File: src/hdl/q16div_pkg.sv
// Shared types and constants for the signed Q16.16 fixed-point divider.
// This package depends on nothing else. Every other file uses it.
`default_nettype none

package q16div_pkg;

  // Width of the operand and result words.
  localparam int unsigned DATA_W = 32;

  // Default fraction width and the number of quotient bits resolved per pipeline stage.
  localparam int unsigned FRAC_BITS_DEF = 16;
  localparam int unsigned STEPS_DEF     = 4;

  // Limits on the quotient magnitude that still fit in a signed 32-bit result.
  localparam logic [63:0] POS_LIMIT = 64'h0000_0000_7FFF_FFFF;
  localparam logic [63:0] NEG_LIMIT = 64'h0000_0000_8000_0000;

  typedef struct packed {
    logic signed [DATA_W-1:0] dividend;
    logic signed [DATA_W-1:0] divisor;
  } in_t;

  typedef struct packed {
    logic signed [DATA_W-1:0] quotient;
    logic                     div_by_zero;
    logic                     overflow;
  } out_t;

  // Flags that travel down the divide pipeline next to the remainder.
  typedef struct packed {
    logic neg;  // The operand signs differ.
    logic dz;   // The divisor is zero.
  } div_flags_t;

endpackage : q16div_pkg

`default_nettype wire

File: src/hdl/q16div_stage.sv
// One register stage of the restoring divider that resolves STEPS quotient bits.
// This module depends on q16div_pkg for the word width and the flag struct.
`default_nettype none

module q16div_stage #(
  parameter int unsigned DW         = 48,
  parameter int unsigned STEPS      = 4,
  parameter int unsigned FIRST_STEP = 0
) (
  input  wire logic                            clk_i,
  input  wire logic                            rst_ni,
  input  wire logic                            en_i,
  input  wire logic                            valid_i,
  input  wire q16div_pkg::div_flags_t          flags_i,
  input  wire logic [q16div_pkg::DATA_W-1:0]   divisor_i,
  input  wire logic [q16div_pkg::DATA_W-1:0]   rem_i,
  input  wire logic [DW-1:0]                   aq_i,
  output logic                                 valid_o,
  output q16div_pkg::div_flags_t               flags_o,
  output logic [q16div_pkg::DATA_W-1:0]        divisor_o,
  output logic [q16div_pkg::DATA_W-1:0]        rem_o,
  output logic [DW-1:0]                        aq_o
);

  localparam int unsigned W = q16div_pkg::DATA_W;

  logic                   valid_q;
  q16div_pkg::div_flags_t flags_q;
  logic [W-1:0]           divisor_q;
  logic [W-1:0]           rem_q, rem_d;
  logic [DW-1:0]          aq_q, aq_d;

  // The remainder stays below the divisor, so it fits the word width. The
  // dividend bits shift out of the top of aq while quotient bits shift in below.
  always_comb begin
    logic [W:0] trial;
    logic       ge;
    rem_d = rem_i;
    aq_d  = aq_i;
    for (int j = 0; j < int'(STEPS); j++) begin
      if (int'(FIRST_STEP) + j < int'(DW)) begin
        trial = {rem_d, aq_d[DW-1]};
        ge    = (trial >= {1'b0, divisor_i});
        rem_d = ge ? W'(trial - {1'b0, divisor_i}) : trial[W-1:0];
        aq_d  = {aq_d[DW-2:0], ge};
      end
    end
  end

  always_ff @(posedge clk_i or negedge rst_ni) begin
    if (!rst_ni) begin
      valid_q <= 1'b0;
    end else if (en_i) begin
      valid_q <= valid_i;
    end
  end

  always_ff @(posedge clk_i) begin
    if (en_i) begin
      flags_q   <= flags_i;
      divisor_q <= divisor_i;
      rem_q     <= rem_d;
      aq_q      <= aq_d;
    end
  end

  assign valid_o   = valid_q;
  assign flags_o   = flags_q;
  assign divisor_o = divisor_q;
  assign rem_o     = rem_q;
  assign aq_o      = aq_q;

endmodule : q16div_stage

`default_nettype wire

File: config.mk
export PLATFORM = sky130hd
export DESIGN_NAME = q16div_stage
export DESIGN_NICKNAME = d
export VERILOG_FILES = /design/src/hdl/q16div_pkg.sv /design/src/hdl/q16div_stage.sv
export SDC_FILE = /design/constraint.sdc
export NUM_CORES = 1
export LEC_CHECK = 0
export ABC_AREA = 1
export BUFFER_PORTS_ARGS = -buffer_cell sky130_fd_sc_hd__buf_2
export CORE_AREA = 2 2 173 175
export DETAILED_ROUTE_END_ITERATION = 8
export DIE_AREA = 0 0 175 177
export HOLD_SLACK_MARGIN = 0.15
export PLACE_DENSITY_LB_ADDON = 0.12
export SLEW_MARGIN = 0
export SYNTH_ARGS = -nofsm -noshare
export SYNTH_HDL_FRONTEND = slang
export SYNTH_SLANG_ARGS = --single-unit
File: constraint.sdc
create_clock -name clk_i -period 0.8 [get_ports clk_i]
set_input_delay 0.24 -clock clk_i [delete_from_list [all_inputs] [get_ports clk_i]]
set_output_delay 0.24 -clock clk_i [all_outputs]
set_load 0.01 [all_outputs]
==> out/qor.txt, run 1 <==
die width: 175 µm
DP Area: 20620 µm²
GRT Total Usage: 114.7%
H-tree Lvls: 4
Syn. warnings: 0
syn nets: 2159
I/O pin count: 233
Detailed Place HPWL: 47.30 mm
Congestion Overflow GR: 5346
Syn Std Cell Area: 12950 µm²
most frequent cells after synthesis: 642 x nand2_1, 227 x inv_1, 149 x nand3_1
WEP type: sequential cell input
status: did not finish
ys flop type: edfxtp_1
CTS Sinks: 115
synth top area cells: edfxtp_1 26%, nand2_1 19%, ha_1 12%
Synth cell types: 50
Log Error: [ERROR GRT-0232] Routing congestion too high. Check the congestion heatmap in the GUI.
pin count of the biggest net entering global routing: 33
most common cell in the netlist: nand2_1
Post-synth EDFFs: 114
Seq/Total Area, Yosys: 26.62%
height of the chip: 177 µm
Synth Register Bits: 115
routability congestion estimate: 1.059
# port buffers: 232
post-synth top area share: 26.43%
GRT repair_timing worst endpoint: rem_o[28]$_DFFE_PP_/D
row count: 63
Syn Inst Count: 1909
clock tree buffer depth: 2
total CTS buffers: 17
largest area contributor in the netlist: edfxtp_1
stage reached: global routing (5_1_grt)
CTS Root Cell: clkbuf_16
Synth async-reset ratio: 0.8696%
Avg Cell Area, Syn: 6.786 µm²
Initial Util: 44.29%
## stage by stage
stage | cells | hold WS, ps | util (%) | setup WS (ps)
after floorplan | 1909 | -55.59 | - | -6163
after global placement | 3208 | 14.53 | 70.52 | -7786
after detailed placement | 3208 | 15.68 | 70.52 | -7965
after CTS | 3503 | 36.74 | 89.39 | -6382
## cells by family after synthesis
| kind of cell | after synthesis | share of synthesized area (%) |
|---|---|---|
| flip-flops | 115 | 26.62 |
| adder cells (fa/ha/maj) | 132 | 12.98 |
| buffers and inverters | 265 | 8.336 |
| AND/OR/NAND/NOR | 1024 | 33.43 |
| AO/OA/AOI/OAI | 274 | 11.92 |
| XOR/XNOR | 98 | 6.626 |
| multiplexers | 1 | 0.08693 |
## what timing repair did
action                                 in CTS
setup endpoints to repair                 151
setup buffers                             171
pin swaps                                 161
hold buffers                               78
cloned                                     17
gates resized for setup                   554
endpoints found under the hold margin      79
## metal layers
| metal | track usage (%) | overflow |
|---|---|---|
| met5 | 52.88 | 3 |
| met4 | 122.6 | 733 |
| met3 | 76.78 | 35 |
| met2 | 173.8 | 4524 |
| met1 | 92.30 | 51 |
==> run 2: changes to the inputs <==
Settings changed: CORE_AREA 2 2 173 175 to 2 2 211 213, DIE_AREA 0 0 175 177 to 0 0 213 215, HOLD_SLACK_MARGIN 0.15 to not set, PLACE_DENSITY_LB_ADDON 0.12 to 0.15.
==> run 2 against run 1 <==
- the flow now finishes, with violations (negative setup slack)
- area after synthesis unchanged
- synthesized cell count did not move
==> out/qor.txt, run 2 <==
Syn Inst Count: 1909 (unchanged)
number of nets in the layout: 3281
most common cell in the netlist: nand2_1
Detailed Routing Iterations Pass 1: 5
synth top area cells: edfxtp_1 26%, nand2_1 19%, ha_1 12%
post-synth top area share: 26.43% (unchanged)
Fin Hold WS: 19.35 ps
PD cells: 4259 nW/µm²
Most Frequent Cell on Critical Path: nand2_2
max reg flops: 48
WL per Instance: 17.14 µm
core area: 43640 µm²
number of antenna violations at the first check in global routing: 1
fin. max-slew vios: 0
crit end category: flip-flop
ant diodes: 0
vias: 17.14k
die width: 213 µm (+22%)
static leakage: 0.01258 µW
Synth async-reset ratio: 0.8696% (unchanged)
CTS Root Cell: clkbuf_16
pin count of the biggest net entering global routing: 33
final instance area: 25890 µm²
crit start category: input port
Crit Path Class: in2reg
final setup fails: 151
Hold Path Class: in2reg
crit share post-route: 942.5%
height of the chip: 215 µm (+21%)
slew of the pin with the lowest slew margin: 627.0 ps
Setup crit end: rem_o[31]
syn nets: 2159 (unchanged)
CP max stage delay: 330 ps
Syn. warnings: 0 (unchanged)
global-route wire length before repair: 92.34 mm
status: complete, but fails checks
Worst R2R Start: valid_o
critical path peak fanout: 7
CTS Sinks: 115 (unchanged)
most frequent cells after synthesis: 642 x nand2_1, 227 x inv_1, 149 x nand3_1
residual DRC count: 0
Initial Util: 29.68% (-15 points)
vias per cell: 4.715
Worst EP required: 1100 ps
placed cell count: 3412 (+6.4%)
Detailed Place HPWL: 49.25 mm (+4.1%)
Seq/Total Area, Yosys: 26.62% (unchanged)
GRT Total Usage: 26.32%
Post-Route WL: 62.33 mm
register-to-register path setup slack: 50 ps
violated checks: negative setup slack
Fin Clk Skew: 0 ps
largest area contributor in the netlist: edfxtp_1
CP arrival: 7840 ps
ys flop type: edfxtp_1
Worst-path clk slew: 60 ps
DR iter-0 viols: 677
routability congestion estimate: 0.9545 (-9.8%)
number of global-route vias before repair: 17.14k
Max-slew headroom: 57.76%
Layout area overhead: 99.86%
die area: 45800 µm²
Synth Register Bits: 115 (unchanged)
Synth cell types: 50 (unchanged)
total CTS buffers: 17 (unchanged)
fin cells: 3636
Avg Cell Area, Syn: 6.786 µm² (unchanged)
Skew-Pair Late Insertion Delay: 430 ps
Max VDD drop: 2.590 mV
Final ANT Viol Nets: 0
I/O pin count: 233 (unchanged)
Max-cap violations: 0
CTS tree: yes
row count: 77 (+22%)
H-tree Lvls: 4 (unchanged)
Critical-path top delay cell: ha_4
Post-synth EDFFs: 114 (unchanged)
layout cells sized above 1: 54.57%
# port buffers: 232 (unchanged)
fmax: 132.6 MHz
Syn Std Cell Area: 12950 µm² (unchanged)
final hold violation count: 0
clock tree buffer depth: 2 (unchanged)
Crit Reg-Reg Endpoint: valid_o
CP Launch Point: divisor_i[15]
RSZ-0062 raised after global routing: yes
commonest non-fill, non-tap cell in the layout: buf_4
Congestion Overflow GR: 0
Worst Reg-to-Reg Cells: 1
DP Area: 20950 µm² (+1.6%)
most frequent cells in the layout: 779 x buf_4, 448 x nand2_1, 223 x buf_2, 182 x inv_1, 160 x nand2_2
Tmin final: 7540 ps
final setup margin: -6740 ps
[run 2: kinds of logic after synthesis]
logic type / share of synthesized area [%]
flip-flops: 26.62
AO/OA/AOI/OAI: 11.92
multiplexers: 0.08693
XOR/XNOR: 6.626
AND/OR/NAND/NOR: 33.43
adder cells (fa/ha/maj): 12.98
buffers and inverters: 8.336
[run 2: worst max-delay path, delay by kind of cell]
family / cells / cell delay [ps]
adder cells (fa/ha/maj): 4 / 1220
AND/OR/NAND/NOR: 31 / 3570
buffers and inverters: 15 / 1780
AO/OA/AOI/OAI: 6 / 900
XOR/XNOR: 1 / 70
[run 2: how the worst min path moves through the flow]
stage	startpoint	cells after the start	slack (ps)	to
global placement	rst_ni	1	10	valid_o
finish	divisor_i[26]	1	20	divisor_o[26]
global route	divisor_i[7]	1	2	divisor_o[7]
CTS	divisor_i[26]	1	0.02	divisor_o[26]
detailed placement	rst_ni	1	20	valid_o
floorplan	rst_ni	0	-60	valid_o
[run 2: cell type report]
cell class / instances / area (µm²)
Clock buffer: 17 / 425.4
Clock inverter: 15 / 171.4
Fill cell: 4011 / 17750
Inverter: 235 / 942.2
Multi-Input combinational cell: 1534 / 11520
Sequential cell: 115 / 3448
Tap cell: 592 / 740.7
Timing Repair Buffer: 1128 / 8638
[run 2: metrics by stage]
stage / total power, µW / utilization (%) / setup WS [ps] / setup TNS, ps
2_1_floorplan: 46540 / - / -6163 / -211350
3_3_place_gp: 80060 / 48.01 / -8130 / -300730
3_5_place_dp: 80380 / 48.01 / -8154 / -300900
4_1_cts: 99210 / 56.45 / -6497 / -266500
5_1_grt: 117900 / 59.32 / -7038 / -288070
6_report: 110300 / 59.32 / -6740 / -272330
[run 2: power by group]
group	switching (µW)	internal [µW]	leakage (µW)	total [µW]
clock	2990	4660	0.000292	7650
combinational	45900	47000	0.0112	92900
sequential	268	9410	0.00113	9680
total	49200	61100	0.0126	110000
[run 2: repair_timing]
| action | in CTS | in global routing |
|---|---|---|
| setup buffers | 95 | 31 |
| setup endpoints to repair | 151 | 151 |
| hold endpoints to repair | 56 | 1 |
| hold buffers | 56 | 1 |
| cloned | 11 | 2 |
| gates resized for setup | 369 | 232 |
| pin swaps | 127 | 80 |
[run 2: per-layer routing]
metal	up-vias	wire, µm	GRT usage, %
met2	467	30290	45.83
met3	133	2553	2.777
met4	0	2923	11.56
met5	-	0	0
li1	8594	-	-
met1	7949	26570	32.59
No activity file was read; power rests on OpenSTA's default activity.
==> run 3: changes to the inputs <==
Settings changed: CELL_PAD_IN_SITES_DETAIL_PLACEMENT set to 0, CELL_PAD_IN_SITES_GLOBAL_PLACEMENT set to 1, TNS_END_PERCENT set to 20.
==> run 3 against run 2 <==
- the run still ends with negative setup slack left
- worst setup slack improved by 84 ps
- clock skew did not move
- power rose by 7.1%
- sequential power barely moved
- clock power rose by 2%
- hold slack improved by 16 ps
- combinational power rose by 9%
- die area did not move
- critical path depth fell by 3
- global-route usage rose by 0.99 points
- sequential share of layout area fell by 0.53 points
- largest cell class unchanged
==> out/qor.txt, run 3 (same netlist as run 2, synthesis figures left out) <==
Fin Clk Skew: 0 ps (unchanged)
Worst EP required: 990 ps (-110 ps)
number of nets in the layout: 3342 (+1.9%)
commonest non-fill, non-tap cell in the layout: buf_4
GRT Total Usage: 27.31% (+0.99 points)
fmax: 134.1 MHz (+1.1%)
Detailed Routing Iterations Pass 1: 8 (+3)
slew of the pin with the lowest slew margin: 460.8 ps (-166.3 ps)
height of the chip: 215 µm (unchanged)
Max VDD drop: 2.587 mV (about the same)
total CTS buffers: 17 (unchanged)
clock tree buffer depth: 2 (unchanged)
pin count of the biggest net entering global routing: 33 (unchanged)
final setup margin: -6656 ps (+83.87 ps)
row count: 77 (unchanged)
die width: 213 µm (unchanged)
Crit Path Class: in2reg
layout cells sized above 1: 56.84% (+2.3 points)
status: complete, but fails checks
final setup fails: 151 (unchanged)
violated checks: negative setup slack
final hold violation count: 0 (unchanged)
Tmin final: 7456 ps (-83.87 ps)
H-tree Lvls: 4 (unchanged)
number of global-route vias before repair: 17.31k (+0.95%)
global-route wire length before repair: 94.43 mm (+2.3%)
ant diodes: 0 (unchanged)
crit share post-route: 932.1% (-10 points)
PD cells: 4380 nW/µm² (+2.8%)
CTS Root Cell: clkbuf_16
DP Area: 20930 µm² (-0.11%)
Place WS: -8067 ps (+86.43 ps)
Max-slew headroom: 69.00% (+11 points)
vias: 17.40k (+1.5%)
fin. max-slew vios: 0 (unchanged)
# port buffers: 232 (unchanged)
CTS Sinks: 115 (unchanged)
CP max stage delay: 320 ps (about the same)
crit start category: input port
I/O pin count: 233 (unchanged)
Layout area overhead: 108.2%
residual DRC count: 0 (unchanged)
Initial Util: 29.68% (unchanged)
most frequent cells in the layout: 812 x buf_4, 429 x nand2_1, 222 x buf_2, 181 x inv_1, 163 x nand2_2
Detailed Place HPWL: 49.68 mm (+0.88%)
static leakage: 0.01305 µW (+3.7%)
WL per Instance: 17.55 µm (+2.4%)
Worst-path clk slew: 60 ps (about the same)
max reg flops: 48 (unchanged)
final instance area: 26970 µm² (+4.2%)
Skew-Pair Late Insertion Delay: 450 ps (+20 ps)
Congestion Overflow GR: 0 (unchanged)
critical path peak fanout: 7 (unchanged)
die area: 45800 µm² (unchanged)
number of antenna violations at the first check in global routing: 0 (-1)
Max-cap violations: 0 (unchanged)
routability congestion estimate: 0.9125 (-4.4%)
overall power: 118100 µW (+7.1%)
Critical-path top delay cell: ha_4
RSZ-0062 raised after global routing: yes
core area: 43640 µm² (unchanged)
Final ANT Viol Nets: 0 (unchanged)
Hold Path Class: in2reg
Most Frequent Cell on Critical Path: buf_4
DR iter-0 viols: 785 (+16%)
CP arrival: 7640 ps (-200 ps)
Post-Route WL: 64.90 mm (+4.1%)
crit end category: flip-flop
CTS tree: yes
vias per cell: 4.705 (-0.20%)
run 3: cell type report:
type	count	area, µm²
fill	3965	16680
multi-input combinational	1533	11920
timing repair buffer	1190	9341
sequential	115	3448
inverter	235	930.9
tap	592	740.7
clock buffer	17	425.4
clock inverter	15	158.9
run 3: final timing paths:
| path | to | slack, ps | startpoint | cells after the start |
|---|---|---|---|---|
| worst max-delay path | rem_o[21] | -6660 | divisor_i[22] | 54 |
| worst min-delay path | divisor_o[21] | 30 | divisor_i[21] | 1 |
| worst max register to register | valid_o | 40 | valid_o | 1 |
| worst min register to register | valid_o | 530 | valid_o | 1 |
| max in group asynchronous | valid_o | 630 | rst_ni | 2 |
| min in group asynchronous | valid_o | 90 | rst_ni | 2 |
run 3: per-stage QoR:
step	util, %	std cells	setup TNS, ps	hold slack [ps]
3_5_place_dp	47.96	3411	-301650	17.63
6_report	61.79	3697	-271480	34.96
3_3_place_gp	47.96	3411	-299470	15.13
5_1_grt	61.79	3697	-285700	26.85
4_1_cts	57.31	3638	-271920	6.625
2_1_floorplan	-	1909	-211390	-55.59
run 3: worst max-delay path, delay by kind of cell:
family                     cells  cell delay, ps
buffers and inverters         27            3310
and+or+nand+nor               19            2210
AOI/OAI and AO/OA              5             970
adders and majority gates      3             890
run 3: metal layers:
layer / part of all wire (%) / vias to the layer above / GRT usage, %
li1: - / 8735 / -
met1: 42 / 8138 / 32.83
met2: 51 / 408 / 49.63
met3: 3.4 / 115 / 3.025
met4: 3.9 / 0 / 9.860
met5: 0 / - / 0
run 3: where the power goes:
part           leakage, µW  internal, µW  switching (µW)
logic               0.0116         51600           49000
registers          0.00113          9400             293
clock network     0.000280          4420            3410
run 3: repair_timing:
action,4_1_cts,5_1_grt
gates cloned,15,3
endpoints found under the hold margin,75,0
setup buffers,105,62
pin swaps,90,167
setup endpoints to repair,151,152
hold buffers,75,0
gates resized for setup,355,342
==> run 4: changes to the inputs <==
Settings changed: ABC_AREA 1 to not set, CORE_AREA 2 2 211 213 to 2 2 203 205, DIE_AREA 0 0 213 215 to 0 0 205 207.
==> run 4 against run 3 <==
- the run still ends with negative setup slack left
- design area down 18%
- area after synthesis down 7.6%
- first-iteration DRC count down 27%
- maximum frequency down 21%
- clock power up 10%
- combinational power down 16%
- die area down 7.3%
- clock-buffer cell count up 1
- sequential power up 4%
- clock skew unchanged
- worst setup slack worse by 2000 ps
- critical path depth up 4
- critical path type unchanged
==> out/qor.txt, run 4 <==
Final Util: 54.65% (-7.1 points)
final setup margin: -8677 ps (-2020 ps)
CP max stage delay: 530 ps (+210 ps)
Most Frequent Cell on Critical Path: buf_4
violated checks: negative setup slack
DR iter-0 viols: 573 (-27%)
number of global-route vias before repair: 13.90k (-20%)
fin. max-slew vios: 0 (unchanged)
Hold Path Class: in2reg
max reg flops: 48 (unchanged)
crit end category: flip-flop
Layout area overhead: 84.34%
row count: 74 (-3.9%)
fmax: 105.5 MHz (-21%)
Tmin final: 9477 ps (+2020 ps)
clock share of power: 8.3% (+1.7 points)
Critical-path top delay cell: or4_4
hold path startpoint: divisor_i[1]
fin cells: 2869 (-22%)
Switch Pwr: 43220 µW (-18%)
slew of the pin with the lowest slew margin: 396.0 ps (-64.82 ps)
Synth cell types: 81 (+62%)
GRT Total Usage: 22.93% (-4.4 points)
vias per cell: 4.863 (+3.3%)
residual DRC count: 0 (unchanged)
register-to-register path setup slack: 50 ps (about the same)
die area: 42440 µm² (-7.3%)
global-route wire length before repair: 75.19 mm (-20%)
register area: 3448 µm² (unchanged)
number of nets in the layout: 2574 (-23%)
final setup fails: 151 (unchanged)
Post-Route WL: 49.94 mm (-23%)
Hold Crit Depth: 2 (+1)
critical path peak fanout: 5 (-2)
Syn Inst Count: 1333 (-30%)
Syn. warnings: 0 (unchanged)
total CTS buffers: 17 (unchanged)
placed cell count: 2654 (-22%)
final hold violation count: 0 (unchanged)
Crit Path Class: in2reg
Logic pwr share: 82.0% (-3.2 points)
Post-synth EDFFs: 114 (unchanged)
Initial Util: 29.65% (-0.035 points)
pin count of the biggest net entering global routing: 32 (-3.0%)
# port buffers: 232 (unchanged)
crit start category: input port
commonest non-fill, non-tap cell in the layout: buf_4
vias: 13.95k (-20%)
CTS Root Cell: clkbuf_16
Skew-Pair Late Insertion Delay: 440 ps (about the same)
Worst-path clk slew: 60 ps (about the same)
Max-cap violations: 0 (unchanged)
Filler Cell Count: 3740 (-5.7%)
status: complete, but fails checks
RSZ-0062 raised after global routing: yes
most frequent cells after synthesis: 128 x ha_1, 126 x a21oi_1, 114 x edfxtp_1
Crit Reg-Reg Endpoint: valid_o
die width: 205 µm (-3.8%)
Final ANT Viol Nets: 0 (unchanged)
CTS tree: yes
core area: 40370 µm² (-7.5%)
clock tree buffer depth: 2 (unchanged)
height of the chip: 207 µm (-3.7%)
PD cells: 4690 nW/µm² (+7.1%)
Int Power: 60240 µW (-7.9%)
Setup TNS: -337400 ps (-65930 ps)
CTS Sinks: 115 (unchanged)
number of antenna violations at the first check in global routing: 0 (unchanged)
Max-slew headroom: 73.40% (+4.4 points)
most frequent cells in the layout: 662 x buf_4, 228 x buf_2, 114 x edfxtp_1, 95 x nand2_1, 88 x a21oi_1
H-tree Lvls: 4 (unchanged)
Worst Reg-to-Reg Cells: 1 (unchanged)
largest area contributor in the netlist: edfxtp_1
Seq/Total Area, Yosys: 28.81% (+2.2 points)
syn nets: 1583 (-27%)
Max VDD drop: 2.810 mV (+8.6%)
routability congestion estimate: 0.9128 (about the same)
Seq pwr share: 9.7% (+1.5 points)
switching share of power: 41.78% (-2.8 points)
synth top area cells: edfxtp_1 29%, ha_1 13%, a21oi_1 5.3%
Syn Std Cell Area: 11970 µm² (-7.6%)
crit share post-route: 1185% (+250 points)
CP arrival: 9660 ps (+2020 ps)
Avg Cell Area, Syn: 8.978 µm² (+32%)
multi-input logic area: 9376 µm² (-21%)
static leakage: 0.01040 µW (-20%)
ys flop type: edfxtp_1
Synth async-reset ratio: 0.8696% (unchanged)
Worst Hold Path EP: divisor_o[1]
Congestion Overflow GR: 0 (unchanged)
WL per Instance: 17.41 µm (-0.84%)
Fin Clk Skew: 0 ps (unchanged)
Synth Register Bits: 115 (unchanged)
most common cell in the netlist: ha_1
Detailed Routing Iterations Pass 1: 5 (-3)
Detailed Place HPWL: 40.54 mm (-18%)
ant diodes: 0 (unchanged)
post-synth top area share: 28.60% (+2.2 points)
layout cells sized above 1: 52.29% (-4.6 points)
Worst EP required: 980 ps (about the same)
I/O pin count: 233 (unchanged)
Worst R2R Start: valid_o
## run 4: changes by cell type in the layout (fill, tap and decap cells not counted), sizes merged, moves of 24 or more
cell | previous run | this run
a21o | 12 | 66
buf | 1111 | 933
inv | 234 | 91
mux2i | 0 | 26
nand2 | 646 | 99
nand3 | 153 | 37
nor2 | 151 | 65
o211ai | 2 | 28
xnor2 | 37 | 61
## run 4: worst max-delay path by stage
stage                        from         to  slack, ps  cells after the start
floorplan            divisor_i[1]  rem_o[19]      -9200                     48
global placement    divisor_i[19]   rem_o[1]      -9980                     52
detailed placement       aq_i[47]   rem_o[1]     -10100                     51
CTS                  divisor_i[1]   rem_o[1]      -8640                     50
global route        divisor_i[17]  rem_o[19]      -8870                     58
finish              divisor_i[19]  rem_o[15]      -8680                     58
## run 4: worst max-delay path, delay by kind of cell
family | cells | cell delay [ps]
AND/OR/NAND/NOR | 10 | 1990
adder cells (fa/ha/maj) | 3 | 880
buffers and inverters | 28 | 3430
multiplexers | 1 | 310
AO/OA/AOI/OAI | 16 | 2780
## run 4: routing by layer
metal	global-route usage (%)	up-vias	wire, µm
met1	31.61	6556	24230
met5	0	-	0
met2	37.93	329	22930
li1	-	7014	-
met3	2.203	53	1675
met4	6.574	0	1111
## run 4: what timing repair did
| item | CTS | global route |
|---|---|---|
| endpoints found under the hold margin | 78 | 0 |
| gates resized for setup | 172 | 133 |
| setup buffers | 75 | 29 |
| setup endpoints to repair | 151 | 152 |
| pin swaps | 83 | 81 |
| gates cloned | 2 | 0 |
| hold buffers | 78 | 0 |
## run 4: through the flow
| step | hold WS, ps | worst slack [ps] | instance area, µm² | power, µW |
|---|---|---|---|---|
| global placement | 15.00 | -9977 | 18340 | 84050 |
| detailed placement | 19.85 | -10100 | 18340 | 84390 |
| finish | 118.8 | -8677 | 22060 | 103500 |
| global route | 105.1 | -8872 | 22060 | 111100 |
| floorplan | -55.59 | -9201 | 12220 | 51540 |
| CTS | 62.31 | -8638 | 21160 | 99480 |
## run 4: cell type report
type / instances / share of cell area [%]
Clock buffer: 18 / 1.945
Clock inverter: 14 / 1.015
Inverter: 90 / 1.792
Multi-Input combinational cell: 1088 / 42.50
Sequential cell: 115 / 15.63
Tap cell: 532 / 3.017
Timing Repair Buffer: 1011 / 34.06
Timing Repair inverter: 1 / 0.03970
## run 4: cell families after synthesis
| kind of cell | after synthesis | share of synthesized area [%] |
|---|---|---|
| adders and majority gates | 132 | 14.05 |
| xor gates and xnor gates | 114 | 8.343 |
| AOI/OAI and AO/OA | 448 | 25.33 |
| DFF | 115 | 28.81 |
| buffers and inverters | 130 | 4.495 |
| muxes | 48 | 4.245 |
| and+or+nand+nor | 346 | 14.72 |
## run 4: power groups by stage
stage	clock (µW)	sequential, µW	combinational [µW]
after floorplan	0	10900	40600
after global placement	0	10200	73900
after detailed placement	0	10200	74200
after CTS	8900	10100	80500
after global routing	9080	10200	91900
final	8600	10100	84800
